File: src/design/sdr_pkg.sv
// ----------------------------------------------------------------------------
// sdr_pkg
// Shared widths, codes and types for the sub-pixel disparity refine unit.
// ----------------------------------------------------------------------------
package sdr_pkg;

  localparam int DISP_W   = 9;
  localparam int COST_W   = 16;
  localparam int OUT_W    = 18;
  localparam int METHOD_W = 2;
  localparam int DIFF_W   = 20;   // signed numerator / divisor
  localparam int DEN_W    = 19;   // divisor magnitude
  localparam int REM_W    = 20;   // partial remainder, below twice the divisor when ovf is clear

  localparam int DEF_MAX_DISPARITY = 255;
  localparam int DEF_FRACTION_BITS = 8;
  localparam int INVALID_DISPARITY = -10;

  localparam logic [METHOD_W-1:0] FIT_EQUIANGULAR = 2'd0;
  localparam logic [METHOD_W-1:0] FIT_PARABOLIC   = 2'd1;
  localparam logic [METHOD_W-1:0] FIT_PASS        = 2'd2;

  typedef struct packed {
    logic bypass;  // no offset: edge, pass mode, invalid or zero divisor
    logic neg;     // offset is negative
    logic ovf;     // quotient certainly beyond one pixel
  } sdr_ctrl_t;

endpackage

File: src/design/sdr_if.sv
// ----------------------------------------------------------------------------
// sdr_in_if / sdr_out_if
// Valid/ready channels carrying pixel items into and refined items out of
// the refine unit.
// ----------------------------------------------------------------------------
interface sdr_in_if import sdr_pkg::*; ();
  logic                     valid;
  logic                     ready;
  logic signed [DISP_W-1:0] disparity_in;
  logic [COST_W-1:0]        cost_below;
  logic [COST_W-1:0]        cost_center;
  logic [COST_W-1:0]        cost_above;
  logic                     at_row_edge;

  modport source (output valid, disparity_in, cost_below, cost_center, cost_above,
                  at_row_edge, input ready);
  modport sink   (input valid, disparity_in, cost_below, cost_center, cost_above,
                  at_row_edge, output ready);
endinterface

interface sdr_out_if import sdr_pkg::*; ();
  logic                    valid;
  logic                    ready;
  logic signed [OUT_W-1:0] refined_disparity;

  modport source (output valid, refined_disparity, input ready);
  modport sink   (input valid, refined_disparity, output ready);
endinterface

File: src/design/subpixel_disparity_refine_unit.sv
// ----------------------------------------------------------------------------
// subpixel_disparity_refine_unit
// Refines integer winner disparities to signed fixed point by an equiangular
// or parabolic fit over the three neighbouring matching costs.
// ----------------------------------------------------------------------------
// Takes one item per clock and returns one item per clock while the sink is
// ready. Each item passes through one front stage, a row of FRACTION_BITS + 1
// restoring-division cells that each settle one quotient bit, and a registered
// output stage. Every stage holds its item only while the one after it is full
// and stalled, so gaps close up under back-pressure.
// fit_method: 0 equiangular, 1 parabolic, 2 or 3 pass through; write it only
// while the unit is empty.
// ----------------------------------------------------------------------------
module subpixel_disparity_refine_unit import sdr_pkg::*; #(
  parameter int MAX_DISPARITY = DEF_MAX_DISPARITY,
  parameter int FRACTION_BITS = DEF_FRACTION_BITS
) (
  input  logic                clk,
  input  logic                rst_n,
  input  logic                cfg_wr_en,
  input  logic [METHOD_W-1:0] cfg_wr_data,
  sdr_in_if.sink              in_item,
  sdr_out_if.source           out_item
);

  localparam int QUO_W   = FRACTION_BITS + 1;
  localparam int N_CELLS = FRACTION_BITS + 1;

  logic [METHOD_W-1:0] fit_method_r;

  logic                    valid_s [N_CELLS+1];
  logic                    ready_s [N_CELLS+1];
  logic [REM_W-1:0]        rem_s   [N_CELLS+1];
  logic [DEN_W-1:0]        den_s   [N_CELLS+1];
  logic [QUO_W-1:0]        quo_s   [N_CELLS+1];
  sdr_ctrl_t               ctrl_s  [N_CELLS+1];
  logic signed [OUT_W-1:0] base_s  [N_CELLS+1];

  always_ff @(posedge clk) begin
    if (!rst_n) begin
      fit_method_r <= FIT_EQUIANGULAR;
    end else if (cfg_wr_en) begin
      fit_method_r <= cfg_wr_data;
    end
  end

  sdr_prep #(
    .MAX_DISPARITY (MAX_DISPARITY),
    .FRACTION_BITS (FRACTION_BITS)
  ) u_prep (
    .clk        (clk),
    .rst_n      (rst_n),
    .fit_method (fit_method_r),
    .in_ch      (in_item),
    .valid_o    (valid_s[0]),
    .ready_i    (ready_s[0]),
    .rem_o      (rem_s[0]),
    .den_o      (den_s[0]),
    .ctrl_o     (ctrl_s[0]),
    .base_o     (base_s[0])
  );

  assign quo_s[0] = '0;

  for (genvar g = 0; g < N_CELLS; g++) begin : g_cell
    sdr_div_cell #(
      .QUO_W (QUO_W)
    ) u_cell (
      .clk     (clk),
      .rst_n   (rst_n),
      .valid_i (valid_s[g]),
      .ready_o (ready_s[g]),
      .rem_i   (rem_s[g]),
      .den_i   (den_s[g]),
      .quo_i   (quo_s[g]),
      .ctrl_i  (ctrl_s[g]),
      .base_i  (base_s[g]),
      .valid_o (valid_s[g+1]),
      .ready_i (ready_s[g+1]),
      .rem_o   (rem_s[g+1]),
      .den_o   (den_s[g+1]),
      .quo_o   (quo_s[g+1]),
      .ctrl_o  (ctrl_s[g+1]),
      .base_o  (base_s[g+1])
    );
  end

  sdr_finish #(
    .FRACTION_BITS (FRACTION_BITS)
  ) u_finish (
    .clk     (clk),
    .rst_n   (rst_n),
    .valid_i (valid_s[N_CELLS]),
    .ready_o (ready_s[N_CELLS]),
    .quo_i   (quo_s[N_CELLS]),
    .ctrl_i  (ctrl_s[N_CELLS]),
    .base_i  (base_s[N_CELLS]),
    .out_ch  (out_item)
  );

endmodule

File: src/design/sdr_prep.sv
// ----------------------------------------------------------------------------
// sdr_prep
// Front stage: forms numerator and divisor of the fit, their magnitudes and
// signs, the integer base value and the bypass cases.
// ----------------------------------------------------------------------------
module sdr_prep import sdr_pkg::*; #(
  parameter int MAX_DISPARITY = DEF_MAX_DISPARITY,
  parameter int FRACTION_BITS = DEF_FRACTION_BITS
) (
  input  logic                    clk,
  input  logic                    rst_n,
  input  logic [METHOD_W-1:0]     fit_method,
  sdr_in_if.sink                  in_ch,
  output logic                    valid_o,
  input  logic                    ready_i,
  output logic [REM_W-1:0]        rem_o,
  output logic [DEN_W-1:0]        den_o,
  output sdr_ctrl_t               ctrl_o,
  output logic signed [OUT_W-1:0] base_o
);

  localparam int MAX_BITS = $clog2(MAX_DISPARITY + 1);
  localparam int CMP_W    = (MAX_BITS > DISP_W - 1 ? MAX_BITS : DISP_W - 1) + 1;
  localparam logic signed [CMP_W-1:0] MAX_C = CMP_W'(MAX_DISPARITY);
  localparam logic signed [OUT_W-1:0] INVALID_C =
    OUT_W'(INVALID_DISPARITY) <<< FRACTION_BITS;

  logic                     valid_r;
  logic [REM_W-1:0]         rem_r,  rem_nxt;
  logic [DEN_W-1:0]         den_r,  den_nxt;
  sdr_ctrl_t                ctrl_r, ctrl_nxt;
  logic signed [OUT_W-1:0]  base_r, base_nxt;

  logic signed [CMP_W-1:0]  d_ext, d_sat;
  logic signed [DIFF_W-1:0] c0, c1, c2, left, right, num, den, num_abs, den_abs;
  logic                     load;

  assign in_ch.ready = !valid_r || ready_i;
  assign load        = in_ch.ready && in_ch.valid;

  always_comb begin
    d_ext = CMP_W'(in_ch.disparity_in);
    d_sat = (d_ext > MAX_C) ? MAX_C : d_ext;
    c0    = DIFF_W'(in_ch.cost_below);
    c1    = DIFF_W'(in_ch.cost_center);
    c2    = DIFF_W'(in_ch.cost_above);
    left  = c1 - c0;
    right = c1 - c2;
    if (fit_method == FIT_EQUIANGULAR) begin
      num = c2 - c0;
      den = ((left < right) ? left : right) <<< 1;
    end else begin
      num = c0 - c2;
      den = (c0 <<< 1) - (c1 <<< 2) + (c2 <<< 1);
    end
    num_abs = num[DIFF_W-1] ? -num : num;
    den_abs = den[DIFF_W-1] ? -den : den;

    rem_nxt         = REM_W'(num_abs);
    den_nxt         = DEN_W'(den_abs);
    ctrl_nxt.neg    = num[DIFF_W-1] ^ den[DIFF_W-1];
    ctrl_nxt.ovf    = REM_W'(num_abs) >= (REM_W'(den_abs) << 1);
    ctrl_nxt.bypass = (den == '0);
    base_nxt        = OUT_W'(d_sat) <<< FRACTION_BITS;

    if (in_ch.at_row_edge || fit_method == FIT_PASS || fit_method[1]) begin
      ctrl_nxt.bypass = 1'b1;
      base_nxt        = OUT_W'(in_ch.disparity_in) <<< FRACTION_BITS;
    end else if (in_ch.disparity_in <= 0) begin
      ctrl_nxt.bypass = 1'b1;
      base_nxt        = INVALID_C;
    end
  end

  always_ff @(posedge clk) begin
    if (!rst_n) begin
      valid_r <= 1'b0;
    end else if (in_ch.ready) begin
      valid_r <= in_ch.valid;
    end
  end

  always_ff @(posedge clk) begin
    if (load) begin
      rem_r  <= rem_nxt;
      den_r  <= den_nxt;
      ctrl_r <= ctrl_nxt;
      base_r <= base_nxt;
    end
  end

  assign valid_o = valid_r;
  assign rem_o   = rem_r;
  assign den_o   = den_r;
  assign ctrl_o  = ctrl_r;
  assign base_o  = base_r;

endmodule

File: src/design/sdr_div_cell.sv
// ----------------------------------------------------------------------------
// sdr_div_cell
// One restoring-division cell: settles one quotient bit and hands the
// shifted remainder on to the next cell.
// ----------------------------------------------------------------------------
module sdr_div_cell import sdr_pkg::*; #(
  parameter int QUO_W = DEF_FRACTION_BITS + 1
) (
  input  logic                    clk,
  input  logic                    rst_n,
  input  logic                    valid_i,
  output logic                    ready_o,
  input  logic [REM_W-1:0]        rem_i,
  input  logic [DEN_W-1:0]        den_i,
  input  logic [QUO_W-1:0]        quo_i,
  input  sdr_ctrl_t               ctrl_i,
  input  logic signed [OUT_W-1:0] base_i,
  output logic                    valid_o,
  input  logic                    ready_i,
  output logic [REM_W-1:0]        rem_o,
  output logic [DEN_W-1:0]        den_o,
  output logic [QUO_W-1:0]        quo_o,
  output sdr_ctrl_t               ctrl_o,
  output logic signed [OUT_W-1:0] base_o
);

  logic                    valid_r;
  logic [REM_W-1:0]        rem_r, rem_nxt;
  logic [DEN_W-1:0]        den_r;
  logic [QUO_W-1:0]        quo_r, quo_nxt;
  sdr_ctrl_t               ctrl_r;
  logic signed [OUT_W-1:0] base_r;
  logic [REM_W-1:0]        diff;
  logic                    bit_q;

  assign ready_o = !valid_r || ready_i;

  always_comb begin
    diff    = rem_i - REM_W'(den_i);
    bit_q   = rem_i >= REM_W'(den_i);
    rem_nxt = (bit_q ? diff : rem_i) << 1;
    quo_nxt = {quo_i[QUO_W-2:0], bit_q};
  end

  always_ff @(posedge clk) begin
    if (!rst_n) begin
      valid_r <= 1'b0;
    end else if (ready_o) begin
      valid_r <= valid_i;
    end
  end

  always_ff @(posedge clk) begin
    if (ready_o && valid_i) begin
      rem_r  <= rem_nxt;
      den_r  <= den_i;
      quo_r  <= quo_nxt;
      ctrl_r <= ctrl_i;
      base_r <= base_i;
    end
  end

  assign valid_o = valid_r;
  assign rem_o   = rem_r;
  assign den_o   = den_r;
  assign quo_o   = quo_r;
  assign ctrl_o  = ctrl_r;
  assign base_o  = base_r;

endmodule

File: src/design/sdr_finish.sv
// ----------------------------------------------------------------------------
// sdr_finish
// Output stage: clamps the quotient to one pixel, applies its sign, adds it
// to the base value and holds the result item for the sink.
// ----------------------------------------------------------------------------
module sdr_finish import sdr_pkg::*; #(
  parameter int FRACTION_BITS = DEF_FRACTION_BITS
) (
  input  logic                      clk,
  input  logic                      rst_n,
  input  logic                      valid_i,
  output logic                      ready_o,
  input  logic [FRACTION_BITS:0]    quo_i,
  input  sdr_ctrl_t                 ctrl_i,
  input  logic signed [OUT_W-1:0]   base_i,
  sdr_out_if.source                 out_ch
);

  localparam logic signed [OUT_W-1:0] ONE_C = OUT_W'(1) <<< FRACTION_BITS;

  logic                    valid_r;
  logic signed [OUT_W-1:0] disp_r, disp_nxt;
  logic signed [OUT_W-1:0] mag, offset;

  assign ready_o = !valid_r || out_ch.ready;

  always_comb begin
    mag = OUT_W'(quo_i);
    if (ctrl_i.ovf || mag > ONE_C) begin
      mag = ONE_C;
    end
    offset = ctrl_i.neg ? -mag : mag;
    if (ctrl_i.bypass) begin
      offset = '0;
    end
    disp_nxt = base_i + offset;
  end

  always_ff @(posedge clk) begin
    if (!rst_n) begin
      valid_r <= 1'b0;
    end else if (ready_o) begin
      valid_r <= valid_i;
    end
  end

  always_ff @(posedge clk) begin
    if (ready_o && valid_i) begin
      disp_r <= disp_nxt;
    end
  end

  assign out_ch.valid             = valid_r;
  assign out_ch.refined_disparity = disp_r;

endmodule

File: src/flat_wrapper.sv
// flat-port wrapper written by rule: the top's interface ports become plain ports
module subpixel_disparity_refine_unit_flat import sdr_pkg::*;
#(
  parameter int MAX_DISPARITY = DEF_MAX_DISPARITY,
  parameter int FRACTION_BITS = DEF_FRACTION_BITS
)
  (clk, rst_n, cfg_wr_en, cfg_wr_data, in_item_valid, in_item_disparity_in, in_item_cost_below, in_item_cost_center, in_item_cost_above, in_item_at_row_edge, in_item_ready, out_item_valid, out_item_refined_disparity, out_item_ready);
  sdr_in_if in_item_i ();
  sdr_out_if out_item_i ();
  input  logic clk;
  input  logic rst_n;
  input  logic cfg_wr_en;
  input  logic [METHOD_W-1:0] cfg_wr_data;
  input wire logic [$bits(in_item_i.valid)-1:0] in_item_valid;
  input wire logic [$bits(in_item_i.disparity_in)-1:0] in_item_disparity_in;
  input wire logic [$bits(in_item_i.cost_below)-1:0] in_item_cost_below;
  input wire logic [$bits(in_item_i.cost_center)-1:0] in_item_cost_center;
  input wire logic [$bits(in_item_i.cost_above)-1:0] in_item_cost_above;
  input wire logic [$bits(in_item_i.at_row_edge)-1:0] in_item_at_row_edge;
  output wire logic [$bits(in_item_i.ready)-1:0] in_item_ready;
  output wire logic [$bits(out_item_i.valid)-1:0] out_item_valid;
  output wire logic [$bits(out_item_i.refined_disparity)-1:0] out_item_refined_disparity;
  input wire logic [$bits(out_item_i.ready)-1:0] out_item_ready;
  assign in_item_i.valid = in_item_valid;
  assign in_item_i.disparity_in = in_item_disparity_in;
  assign in_item_i.cost_below = in_item_cost_below;
  assign in_item_i.cost_center = in_item_cost_center;
  assign in_item_i.cost_above = in_item_cost_above;
  assign in_item_i.at_row_edge = in_item_at_row_edge;
  assign in_item_ready = in_item_i.ready;
  assign out_item_valid = out_item_i.valid;
  assign out_item_refined_disparity = out_item_i.refined_disparity;
  assign out_item_i.ready = out_item_ready;
  subpixel_disparity_refine_unit #(.MAX_DISPARITY(MAX_DISPARITY), .FRACTION_BITS(FRACTION_BITS)) u_core (.clk(clk), .rst_n(rst_n), .cfg_wr_en(cfg_wr_en), .cfg_wr_data(cfg_wr_data), .in_item(in_item_i), .out_item(out_item_i));
endmodule
File: config.mk
export PLATFORM = sky130hd
export DESIGN_NAME = subpixel_disparity_refine_unit_flat
export DESIGN_NICKNAME = d
export VERILOG_FILES = /design/src/design/sdr_pkg.sv /design/src/design/sdr_if.sv /design/src/design/subpixel_disparity_refine_unit.sv /design/src/design/sdr_prep.sv /design/src/design/sdr_div_cell.sv /design/src/design/sdr_finish.sv /design/src/flat_wrapper.sv
export SDC_FILE = /design/constraint.sdc
export NUM_CORES = 1
export LEC_CHECK = 0
export ABC_AREA = 1
export BUFFER_PORTS_ARGS = -buffer_cell sky130_fd_sc_hd__buf_4
export CAP_MARGIN = 20
export CORE_ASPECT_RATIO = 1.75
export CORE_MARGIN = 8
export CORE_UTILIZATION = 34
export CTS_CLUSTER_SIZE = 8
export DETAILED_ROUTE_END_ITERATION = 8
export GPL_TIMING_DRIVEN = 0
export SLEW_MARGIN = 20
export SYNTH_ARGS = -nofsm -noshare
export SYNTH_HDL_FRONTEND = slang
export SYNTH_SLANG_ARGS = --single-unit
export TNS_END_PERCENT = 50
File: constraint.sdc
create_clock -name clk -period 10.5 [get_ports clk]
set_input_delay 2.1 -clock clk [delete_from_list [all_inputs] [get_ports clk]]
set_output_delay 2.1 -clock clk [all_outputs]
set_load 0.02 [all_outputs]
==> Word level (Yosys, flattened, before mapping) <==
Cells that the tools add are included.
{ "word_totals": {"reg_bits": 629, "latch_bits": 0, "mem_bits_rw": 0, "rom_bits": 0, "output_inout_bits": 20, "word_cells": 180, "memories": 0} }
{ "op_classes": {"addsub": 18, "mul": 0, "div": 0, "n_lt_le_gt_ge": 14, "eq_ne": 1, "shifts": 0, "mux": 19, "n_bitwise": 1, "reduce_logical": 39} }
{ "ops": {"columns": ["op", "n"], "rows": [
  ["$mux 19", 10],
  ["$ge 20x19->1", 9],
  ["$sub 19x19->19", 8],
  ["$mux 18", 4],
  ["$sub 16x16->17", 4],
  ["$mux 20", 3],
  ["$add 19x18->20", 1],
  ["$ge 20x20->1", 1],
  ["$logic_not 20->1", 1],
  ["$neg 20->20", 1],
  ["$neg 19->19", 1],
  ["$sub 17x18->19", 1],
  ["$add 18x18->18", 1],
  ["$gt 9x9->1 const B", 2],
  ["$mux 9", 2],
  ["$neg 18->18", 1],
  ["$lt 17x17->1", 1],
  ["$logic_or 1x1->1", 14],
  ["$logic_and 1x1->1", 11],
  ["$logic_not 1->1", 11],
  ["$le 9x1->1 const B", 1],
  ["$eq 2x2->1 const B", 1],
  ["$logic_not 2->1", 1],
  ["$reduce_or 2->1", 1],
  ["$xor 1x1->1", 1]
]} }

==> Longest topological paths before layout <==
Gate-level depths: netlist (run 1).
{ "depth": {"ltp_word": 13, "ltp_mapped": 43, "depth_no_buf": 43} }

==> Modules after synthesis <==
Synthesis (run 1) repeated with hierarchy kept, for this count alone.
{ "hier_totals": {"hier_cells": 5084, "area_unflattened_um2": 43802.0} }
{ "modules_own_cells": {"columns": ["module", "n_inst", "cells_each", "area_per_inst_um2", "seq_area_each_um2"], "rows": [
  ["sdr_div_cell (u_core.g_cell[0].u_cell ...)", 4, 378, 3649.8, 2062.0],
  ["sdr_div_cell (u_core.g_cell[2].u_cell ...)", 4, 379, 3604.7, 2062.0],
  ["sdr_prep", 1, 1417, 9180.1, 1521.5],
  ["sdr_div_cell (u_core.g_cell[5].u_cell)", 1, 378, 3657.3, 2062.0],
  ["sdr_finish", 1, 248, 1865.5, 560.5],
  ["subpixel_disparity_refine_unit", 1, 13, 81.3, 40.0]
]} }

==> Worst setup path after synthesis (run 1) <==
No wires, ideal clock.
{ "synth_path": {"kind": "input -> register", "start": "in in_item_cost_center[0]", "end": "reg u_core.u_prep.ctrl_r, in the netlist u_core.u_prep.ctrl_o[0], data pin", "setup_ps": 259, "arrival_time_ps": 6320, "slack_ps": 3920, "stages": 37, "n_path_buf": 0, "cell_sequence": "inv_1 > ha_1 > inv_1 > fa_1 > nand3_1 > nand2_1 > nand3_1 > nand2_1 > nand2_1 > nand2_1 > nand2_1 > nand2_1 > ha_1 > a21o_1 > nor2_1 > nand2_1 > nor2_4 > nand3_2 > nand2_4 > nand2_1 > nand3_1 > nand2_2 > inv_1 > ha_1 > inv_1 > nor3_2 > nand3_2 > nand2_2 > nand3_1 > nand2_2 > inv_2 > ha_1 > nand4_1 > nor3_1 > o211ai_1 > o2111ai_1 > xnor2_1"} }
{ "synth_lines": {"columns": ["item", "line_no", "text"], "rows": [
  ["from (decl)", "flat_wrapper.sv:17", "input wire logic [$bits(in_item_i.cost_center)-1:0] in_item_cost_center;"],
  ["to (signal assigned)", "sdr_prep.sv:87", "ctrl_r <= ctrl_nxt;"],
  ["to (decl)", "sdr_prep.sv:31", "sdr_ctrl_t ctrl_r, ctrl_nxt;"]
]} }

==> results.toml, run 1 <==
[worst_setup_path]
cp_slowest_stage_delay_ns = 0.59
setup.worst_path.end_class = "register"
cp_max_fo = 7
required_ns = 10.82
critPathSlowestCell = "nor3_1"
crit_type = "in2reg"
crit_path_start_kind = "input port"
cp.arrival_ns = 9.08
cpMostUsedCell = "nand2_1"

[detailed_routing]
drc = 0
avgViaCountPerCell = 4.88
finalWirelength_mm = 83.1
drt_iter0_drc = 760
vias = 24300
ant_nets = 0
drt-wirelength-per-cell_um = 16.7
drt-pass1-iter-count = 5

[clock_network]
clockBufferDepth = 3
cts_max_level = 3
cts_sinks = 523
insertion_delay_ns = 0.61
clk_pin_slew_ns = 0.05
numCtsBuffers = 75
post-cts-setup-buffers = 0
cts-root-buf = "clkbuf_16"
postCtsHoldBufs = 0
ctsResizeCount = 0
tritoncts = "done"

[synth]
synth_edf_count = 510
syn-cell-area_um2 = 32700
yosysSeqAreaShare_pct = 47.7
synth_top_area_cell = "edfxtp_1"
postSynthAreaPerCell_um2 = 9.18
synth_ff_type = "edfxtp_1"
synth_cell_types = 57
netlist_instances = 3559
ys_ff_latch = 523
synth_top_area_share_pct = 46.9
async_reset_ff_share_pct = 0
yosys-top-cells-area = "edfxtp_1, ha_1, nand2_1"
yosys_warnings = 0

[sta]
final.min_clock_period_ns = 8.77
fmax_ghz = 0.114
setup_violations = 0
maxSlewHeadroom_pct = 25.7
setup_tns_ns = 0
slew_viol_final = 0
clock_skew_ns = 0.0324
post-route-period-util_pct = 83.5
tightest_slew_ns = 1.10
worst_slack_ns = 1.73
hold_violations = 0
rsz0062_at_grt = "no"

[finish]
multi_input_area_um2 = 14900
layout-drive-gt1-share_pct = 7.45
nFillCells = 9509
nNetsFinal = 4118
n_antenna_cell = 0
seq_area_um2 = 15600
area_growth_pct = 13.9

[global_route]
grt_usage_pct = 15.5
grt_first_pass_wirelength_mm = 130
grt_max_degree = 39
overflow = 0
first_global_vias = 25900
antenna_found_initial = 0

[die]
rows = 150
fp.dieH_um = 426
start_util_pct = 34.3
io-pin-count = 85
coreArea_um2 = 95300
dieWidth_um = 250
die-area_um2 = 107000

[place]
place_ws_ns = 1.35
port_buffers = 84
dp_hpwl_mm = 69.6
gp_congestion = 0.917

[job]
cap_violations = 0

[power]
peakVddDrop_v = 0.000105
leakage_nw = 16.1
cellPowerDensity_nw_per_um2 = 177

[outcome]
outcome = "complete, no violations"

[worst_hold_path]
min-delay-path-class = "reg2reg"
[layer usage]
layer  up-vias  track usage [%]  routed length (um)
li1      12400                -                   -
met1     11100             11.0               23700
met2       498             33.9               49900
met3       293             1.95                2190
met4         0             12.6                7320
met5         -                0                   0
[flip-flops by register name, summed over array words and instances, names as in the netlist]
register,count
u_core.u_prep.den_o,18
u_core.g_cell.u_cell.quo_o,45
u_core.g_cell.u_cell.ctrl_o,27
u_core.u_prep.valid_o,1
u_core.g_cell.u_cell.valid_o,9
u_core.u_finish.out_ch.valid,1
u_core.u_prep.base_o,9
u_core.g_cell.u_cell.den_o,144
u_core.g_cell.u_cell.base_o,81
u_core.fit_method_r,2
u_core.u_finish.out_ch.refined_disparity,18
u_core.g_cell.u_cell.rem_o,145
u_core.u_prep.ctrl_o,3
u_core.u_prep.rem_o,20
[cell type report]
type	instances	share of cell area [%]
Clock inverter	8	0.437
Multi-Input combinational cell	2445	40.0
Tap cell	1216	4.09
Clock buffer	94	5.24
Buffer	42	0.542
Sequential cell	523	41.9
Inverter	554	5.59
Timing Repair Buffer	94	2.27
[final timing paths]
| check | endpoint | start | slack [ns] | cells past startpoint |
|---|---|---|---|---|
| setup / recovery | u_core.u_prep.ctrl_o[0] | in_item_cost_center[0] | 1.73 | 38 |
| hold / removal | u_core.g_cell[6].u_cell.quo_o[2] | u_core.g_cell[5].u_cell.quo_o[1] | 0.40 | 0 |
| setup reg to reg | u_core.u_prep.ctrl_o[0] | u_core.fit_method_r[1] | 4.83 | 15 |
| hold reg to reg | u_core.g_cell[6].u_cell.quo_o[2] | u_core.g_cell[5].u_cell.quo_o[1] | 0.40 | 0 |
[power breakdown]
part	total [mW]	internal (mW)	switching [mW]
sequential	2.52	2.46	0.0518
clock	2.18	1.30	0.873
combinational	1.91	0.661	1.25
[logic make-up (layout without fill, tap and decap cells)]
logic type | Yosys count | after routing | share of synthesized area, %
AOI/OAI and AO/OA | 683 | 683 | 11.4
and+or+nand+nor | 1239 | 1239 | 16.0
buffers and inverters | 596 | 792 | 6.98
other | 1 | 6 | 0.0115
DFF | 523 | 523 | 47.7
xor gates and xnor gates | 198 | 198 | 5.36
muxes | 1 | 1 | 0.0306
adders and majority gates | 318 | 318 | 12.5
[critical path, delay by kind of cell]
family                     cells  cell delay (ns)
AOI/OAI and AO/OA              3             1.02
xor gates and xnor gates       1             0.15
adders and majority gates      5             1.54
buffers and inverters          6             0.44
and+or+nand+nor               23             3.78
[through the flow]
stage | instance area (um2) | total power, mW | hold slack (ns) | std cells | utilization [%]
global placement | 34800 | 4.43 | 0.400 | 4864 | 36.5
detailed placement | 35100 | 4.46 | 0.405 | 4874 | 36.8
finish | 37200 | 6.60 | 0.403 | 4976 | 39.0
global route | 37200 | 7.00 | 0.407 | 4976 | 39.0
floorplan | 32700 | 3.90 | 0.400 | 3564 | -
CTS | 37200 | 6.67 | 0.403 | 4976 | 39.0
[layout by cell type, fill, tap and decap left out, types with 5 or more instances in the layout]
cell type,instances
nand2_1,753
inv_1,537
edfxtp_1,510
ha_1,305
o21ai_0,282
a21oi_1,270
nor2_1,203
nand3_1,129
xor2_1,129
buf_4,84
clkbuf_16,75
xnor2_1,67
clkbuf_1,43
nor3_1,43
nand2_2,25
nand4_1,24
a31oi_1,22
a21o_1,21
o21bai_1,19
o211ai_1,17
inv_2,16
buf_2,14
nor4_1,13
fa_1,13
dfxtp_1,13
nand3b_1,9
nor2_4,8
buf_12,8
nor2_2,7
nand3_2,7
o21a_1,6
a211oi_1,6
a21boi_0,6
or2_2,6
conb_1,6
o31ai_1,5
[cells in the mapped netlist, types with 11 or more instances]
cell type and number:
xnor2_1 67, o21bai_1 19, edfxtp_1 510, nand4_1 24
o21ai_0 282, ha_1 305, a21o_1 21, o211ai_1 17
buf_2 14, nand2_2 25, inv_1 542, xor2_1 129
fa_1 13, nor2_1 207, a31oi_1 22, clkbuf_1 24
inv_2 11, nor3_1 43, dfxtp_1 13, nor4_1 13
a21oi_1 271, nand3_1 129, nand2_1 753
(Power assumes the default switching activity.)
==> run 2, diff against run 1 <==
Clock period 10.5 ns to 7.2 ns, I/O delays scaled along.
==> run 2 against run 1 <==
  * Via count increased by 0.58%
  * Sequential power rose by 46%
  * Final cell count is 0.16% higher
  * Power up 47%
  * Global-route usage barely moved
  * Non-clock buffer count is 6 higher
  * Sequential share of layout area fell by 0.24 points
  * Critical path depth is 9 lower
  * Final area rose by 0.59%
  * Count of clock-buffer cells in the layout is the same
  * Die area stayed put
  * Largest cell class unchanged
  * Largest power group unchanged
==> results.toml, run 2 (synthesis results as in run 1) <==
[worst_setup_path]
required_ns = 7.54
regToRegSetupSlack_ns = 2.04
cp.arrival_ns = 7.25
crit_path_start_kind = "input port"
cp_slowest_stage_delay_ns = 0.39
cp_max_fo = 6
critPathSlowestCell = "fa_1"
crit_type = "in2reg"
setup.worst_path.end_class = "register"

[finish]
largest_reg_flops = 145
layout-drive-gt1-share_pct = 8.15
mostFrequentLayoutCells = "nand2_1, inv_1, edfxtp_1, ha_1, o21ai_0"
nNetsFinal = 4125
layoutNonFillerInstCount = 4984
area_growth_pct = 14.5
layout_commonest_cell = "nand2_1"

[place]
dp_hpwl_mm = 69.6
gp_congestion = 0.917
dp.cells = 4874
port_buffers = 84
place_ws_ns = -1.29

[sta]
rsz0062_at_grt = "no"
slew_viol_final = 0
final.min_clock_period_ns = 6.91
clock_skew_ns = 0.0322
setup_violations = 0
worst_slack_ns = 0.289
tightest_slew_ns = 1.07
fmax_ghz = 0.145
maxSlewHeadroom_pct = 28.0
hold_violations = 0
post-route-period-util_pct = 96.0

[clock_network]
insertion_delay_ns = 0.61
postCtsHoldBufs = 0
tritoncts = "done"
cts_sinks = 523
cts-root-buf = "clkbuf_16"
clockBufferDepth = 3
cts_max_level = 3
numCtsBuffers = 75
clk_pin_slew_ns = 0.05

[power]
leakage_nw = 16.2
cellPowerDensity_nw_per_um2 = 259
swShare_pct = 33.1
power_frac_comb_pct = 29.4
peakVddDrop_v = 0.000154
switchingPower_mw = 3.21
p_clk_share_pct = 32.8
p_total_mw = 9.71
seq_power_share_pct = 37.8
p_int_mw = 6.49

[detailed_routing]
ant_nets = 0
vias = 24400
finalWirelength_mm = 83.4
avgViaCountPerCell = 4.90
drt_iter0_drc = 727
drc = 0
drt-pass1-iter-count = 5
drt-wirelength-per-cell_um = 16.7

[global_route]
antenna_found_initial = 0
first_global_vias = 25900
grt_usage_pct = 15.5
grt_max_degree = 39
overflow = 0
grt_first_pass_wirelength_mm = 130

[die]
fp.dieH_um = 426
start_util_pct = 34.3
coreArea_um2 = 95300
rows = 150
dieWidth_um = 250
io-pin-count = 85
die-area_um2 = 107000

[job]
cap_violations = 0

[outcome]
outcome = "complete, no violations"

[worst_hold_path]
min-delay-path-class = "reg2reg"
[run 2: cell count changes in the layout (fill, tap and decap cells not counted), sizes merged]
cell      change
nand2         +1
clkinvlp      +1
buf           +6
inv           -1
diode         +1
[run 2: power groups by stage]
stage / Clock, mW / Combinational (mW) / Sequential, mW
after floorplan: 0 / 1.98 / 3.70
after global placement: 0 / 2.73 / 3.73
after detailed placement: 0 / 2.78 / 3.73
after CTS: 3.27 / 2.80 / 3.67
after global routing: 3.40 / 3.19 / 3.69
final: 3.18 / 2.85 / 3.67
[run 2: layout make-up]
class,instances,area (um2)
Tap cell,1216,1520
Timing Repair Buffer,100,903
Antenna cell,1,2.50
Inverter,554,2080
Sequential cell,523,15600
Fill cell,9486,57900
Clock inverter,8,163
Multi-Input combinational cell,2446,15000
Clock buffer,94,1950
Buffer,42,201
[run 2: worst paths after layout]
check	start	end	depth (start not counted)
setup reg to reg	u_core.fit_method_r[1]	u_core.u_prep.ctrl_o[0]	15
setup / recovery	in_item_cost_below[1]	u_core.u_prep.ctrl_o[0]	29
hold / removal	u_core.g_cell[5].u_cell.quo_o[1]	u_core.g_cell[6].u_cell.quo_o[2]	0
hold reg to reg	u_core.g_cell[5].u_cell.quo_o[1]	u_core.g_cell[6].u_cell.quo_o[2]	0
[run 2: metal layers]
metal | vias to the layer above | part of all wire [%] | GRT usage, %
met5 | - | 0 | 0
met4 | 0 | 8.8 | 12.7
met3 | 290 | 2.6 | 2.00
met2 | 490 | 60 | 33.9
met1 | 11200 | 29 | 11.0
li1 | 12400 | - | -
[run 2: worst max-delay path, delay by kind of cell]
family,cells,cell delay [ns]
xor gates and xnor gates,2,0.41
adders and majority gates,4,1.28
and+or+nand+nor,17,2.93
AOI/OAI and AO/OA,3,0.83
buffers and inverters,3,0.34
[run 2: per-stage QoR]
stage / instance area, um2 / hold WS [ns] / TNS (ns) / utilization, %
after global routing: 37400 / 0.407 / 0 / 39.2
final: 37400 / 0.402 / 0 / 39.2
after floorplan: 32700 / 0.400 / 0 / -
after CTS: 37200 / 0.403 / 0 / 39.1
after detailed placement: 35100 / 0.405 / -1.29 / 36.8
after global placement: 34800 / 0.400 / -1.23 / 36.5
[run 2: what timing repair did]
| item | CTS | global route |
|---|---|---|
| setup buffers | 1 | 5 |
| setup endpoints to repair | 1 | 1 |
| cloned | 0 | 1 |
| pin swaps | 2 | 8 |
| resized for setup | 3 | 26 |
==> run 3, diff against run 2 <==
Settings changed: CELL_PAD_IN_SITES_DETAIL_PLACEMENT from default to 0, CELL_PAD_IN_SITES_GLOBAL_PLACEMENT from default to 1, PLACE_DENSITY_LB_ADDON from default to 0.1.
==> run 3 against run 2 <==
  * Combinational power grew 4%
  * Register-to-register slack got worse by 0.17 ns
  * Hold slack gained 0.0050 ns
  * Core utilization rose by 0.080 points
  * Flip-flop and latch count is the same
  * Count of clock-buffer cells in the layout rose by 2
  * Die area stayed put
  * Setup slack worse by 0.0088 ns
  * Critical path depth increased by 7
  * Clock power is 2% higher
  * Final cell count barely moved
  * Sequential power about the same
  * Critical path type unchanged
  * Largest power group unchanged
==> results.toml, run 3 (synthesis results as in run 1) <==
[outcome]
outcome = "complete, no violations"

[finish]
mostFrequentLayoutCells = "nand2_1, inv_1, edfxtp_1, ha_1, o21ai_0"
n_antenna_cell = 0
final_area_um2 = 37500
area_growth_pct = 14.8
layout_commonest_cell = "nand2_1"
nNetsFinal = 4126
layout-drive-gt1-share_pct = 8.38
largest_reg_flops = 145

[detailed_routing]
drt-pass1-iter-count = 4
finalWirelength_mm = 96.1
avgViaCountPerCell = 4.85
vias = 24200
ant_nets = 0
drc = 0
drt-wirelength-per-cell_um = 19.3
drt_iter0_drc = 694

[power]
cellPowerDensity_nw_per_um2 = 263
leakage_nw = 16.2
p_total_mw = 9.87
peakVddDrop_v = 0.000151

[clock_network]
cts_max_level = 3
cts-root-buf = "clkbuf_16"
cts_sinks = 523
tritoncts = "done"
clockBufferDepth = 3
insertion_delay_ns = 0.64
numCtsBuffers = 75
clk_pin_slew_ns = 0.05

[sta]
final.min_clock_period_ns = 6.92
setup_violations = 0
clock_skew_ns = 0.0316
hold_ws_ns = 0.407
rsz0062_at_grt = "no"
hold_violations = 0
fmax_ghz = 0.145
tightest_slew_ns = 1.11
maxSlewHeadroom_pct = 25.8
post-route-period-util_pct = 96.1
slew_viol_final = 0

[worst_setup_path]
crit_path_start_kind = "input port"
reg2regPathDepth = 16
cp.arrival_ns = 7.29
cp_slowest_stage_delay_ns = 0.38
cp_top_family = "simple AND/OR/NAND/NOR gates"
critPathSlowestCell = "a21oi_1"
critPathBufInv = 4
required_ns = 7.58
cp_max_fo = 10
crit_type = "in2reg"
worstReg2RegStart = "u_core.fit_method_r[1]"
regToRegSetupSlack_ns = 1.87
endpoint = "u_core.u_prep.ctrl_o[0]"
cpMostUsedCell = "nand2_1"
setup.worst_path.end_class = "register"
reg2reg_to = "u_core.u_prep.ctrl_o[0]"
crit_path_start = "in_item_cost_below[5]"
path_depth = 36

[die]
start_util_pct = 34.3
io-pin-count = 85
fp.dieH_um = 426
coreArea_um2 = 95300
dieWidth_um = 250
rows = 150
die-area_um2 = 107000

[place]
post_dp_cell_area_um2 = 35100
dp_hpwl_mm = 82.5
gp_congestion = 0.879
port_buffers = 84

[global_route]
grt_busiest_layer = "met2"
grt_use_met2_pct = 41.2
first_global_vias = 26700
met1_usage_pct = 11.1
grt_usage_pct = 18.1
antenna_found_initial = 0
overflow = 0
grt_first_pass_wirelength_mm = 145
grt_max_degree = 57
grt_util_met3_pct = 2.31

[job]
cap_violations = 0

[worst_hold_path]
min-delay-path-class = "reg2reg"
-- run 3: changes by cell type in the layout (fill, tap and decap cells not counted), sizes merged --
cell	change
diode	-1
clkinv	-1
buf	+1
clkbuf	+2
-- run 3: routing by layer --
layer | vias up | part of all wire, %
met5 | - | 0
met4 | 0 | 9.9
met3 | 261 | 2.3
met2 | 426 | 63
met1 | 11100 | 25
li1 | 12400 | -
-- run 3: repair_timing --
item,4_1_cts,5_1_grt
gates cloned,1,0
setup endpoints to repair,1,1
hold buffers,0,0
resized for setup,19,15
setup buffers,3,2
pin swaps,8,6
hold endpoints to repair,0,0
-- run 3: worst reg2reg max path, delay by kind of cell, from the launching register on --
| kind | cells | cell delay, ns |
|---|---|---|
| adders and majority gates | 1 | 0.33 |
| buffers and inverters | 4 | 1.12 |
| and+or+nand+nor | 5 | 1.25 |
| DFF | 1 | 0.70 |
| xor gates and xnor gates | 2 | 0.58 |
| AOI/OAI and AO/OA | 4 | 1.11 |
-- run 3: worst min-delay path by stage --
stage                                                   from                                  to  slack, ns  cells past startpoint
after floorplan                     u_core.u_prep.base_o[10]  u_core.g_cell[0].u_cell.base_o[10]       0.40                      0
final                     u_core.g_cell[4].u_cell.base_o[10]  u_core.g_cell[5].u_cell.base_o[10]       0.41                      0
after detailed placement   u_core.g_cell[0].u_cell.base_o[9]   u_core.g_cell[1].u_cell.base_o[9]       0.40                      0
after CTS                  u_core.g_cell[7].u_cell.ctrl_o[1]   u_core.g_cell[8].u_cell.ctrl_o[1]       0.41                      0
after global placement      u_core.g_cell[5].u_cell.quo_o[1]    u_core.g_cell[6].u_cell.quo_o[2]       0.40                      0
after global routing       u_core.g_cell[4].u_cell.ctrl_o[2]   u_core.g_cell[5].u_cell.ctrl_o[2]       0.41                      0
-- run 3: layout make-up --
| class | count | area [um2] |
|---|---|---|
| Sequential cell | 523 | 15600 |
| Timing Repair Buffer | 101 | 955 |
| Inverter | 554 | 2090 |
| Clock buffer | 96 | 1980 |
| Tap cell | 1216 | 1520 |
| Multi-Input combinational cell | 2446 | 15000 |
| Buffer | 42 | 201 |
| Fill cell | 9724 | 57900 |
| Clock inverter | 7 | 158 |
-- run 3: report_power, final --
part | leakage [nW] | internal, mW | switching, mW
logic | 10.5 | 0.992 | 1.97
clock network | 1.02 | 1.93 | 1.32
registers | 4.77 | 3.59 | 0.0781
-- run 3: through the flow --
stage | worst slack [ns] | utilization (%) | instances | TNS [ns]
CTS | 0.0203 | 39.2 | 4983 | 0
detailed placement | -2.02 | 36.9 | 4876 | -2.02
floorplan | 1.28 | - | 3564 | 0
global placement | -2.01 | 36.5 | 4864 | -2.01
finish | 0.281 | 39.3 | 4985 | 0
global route | 0.0234 | 39.3 | 4985 | 0
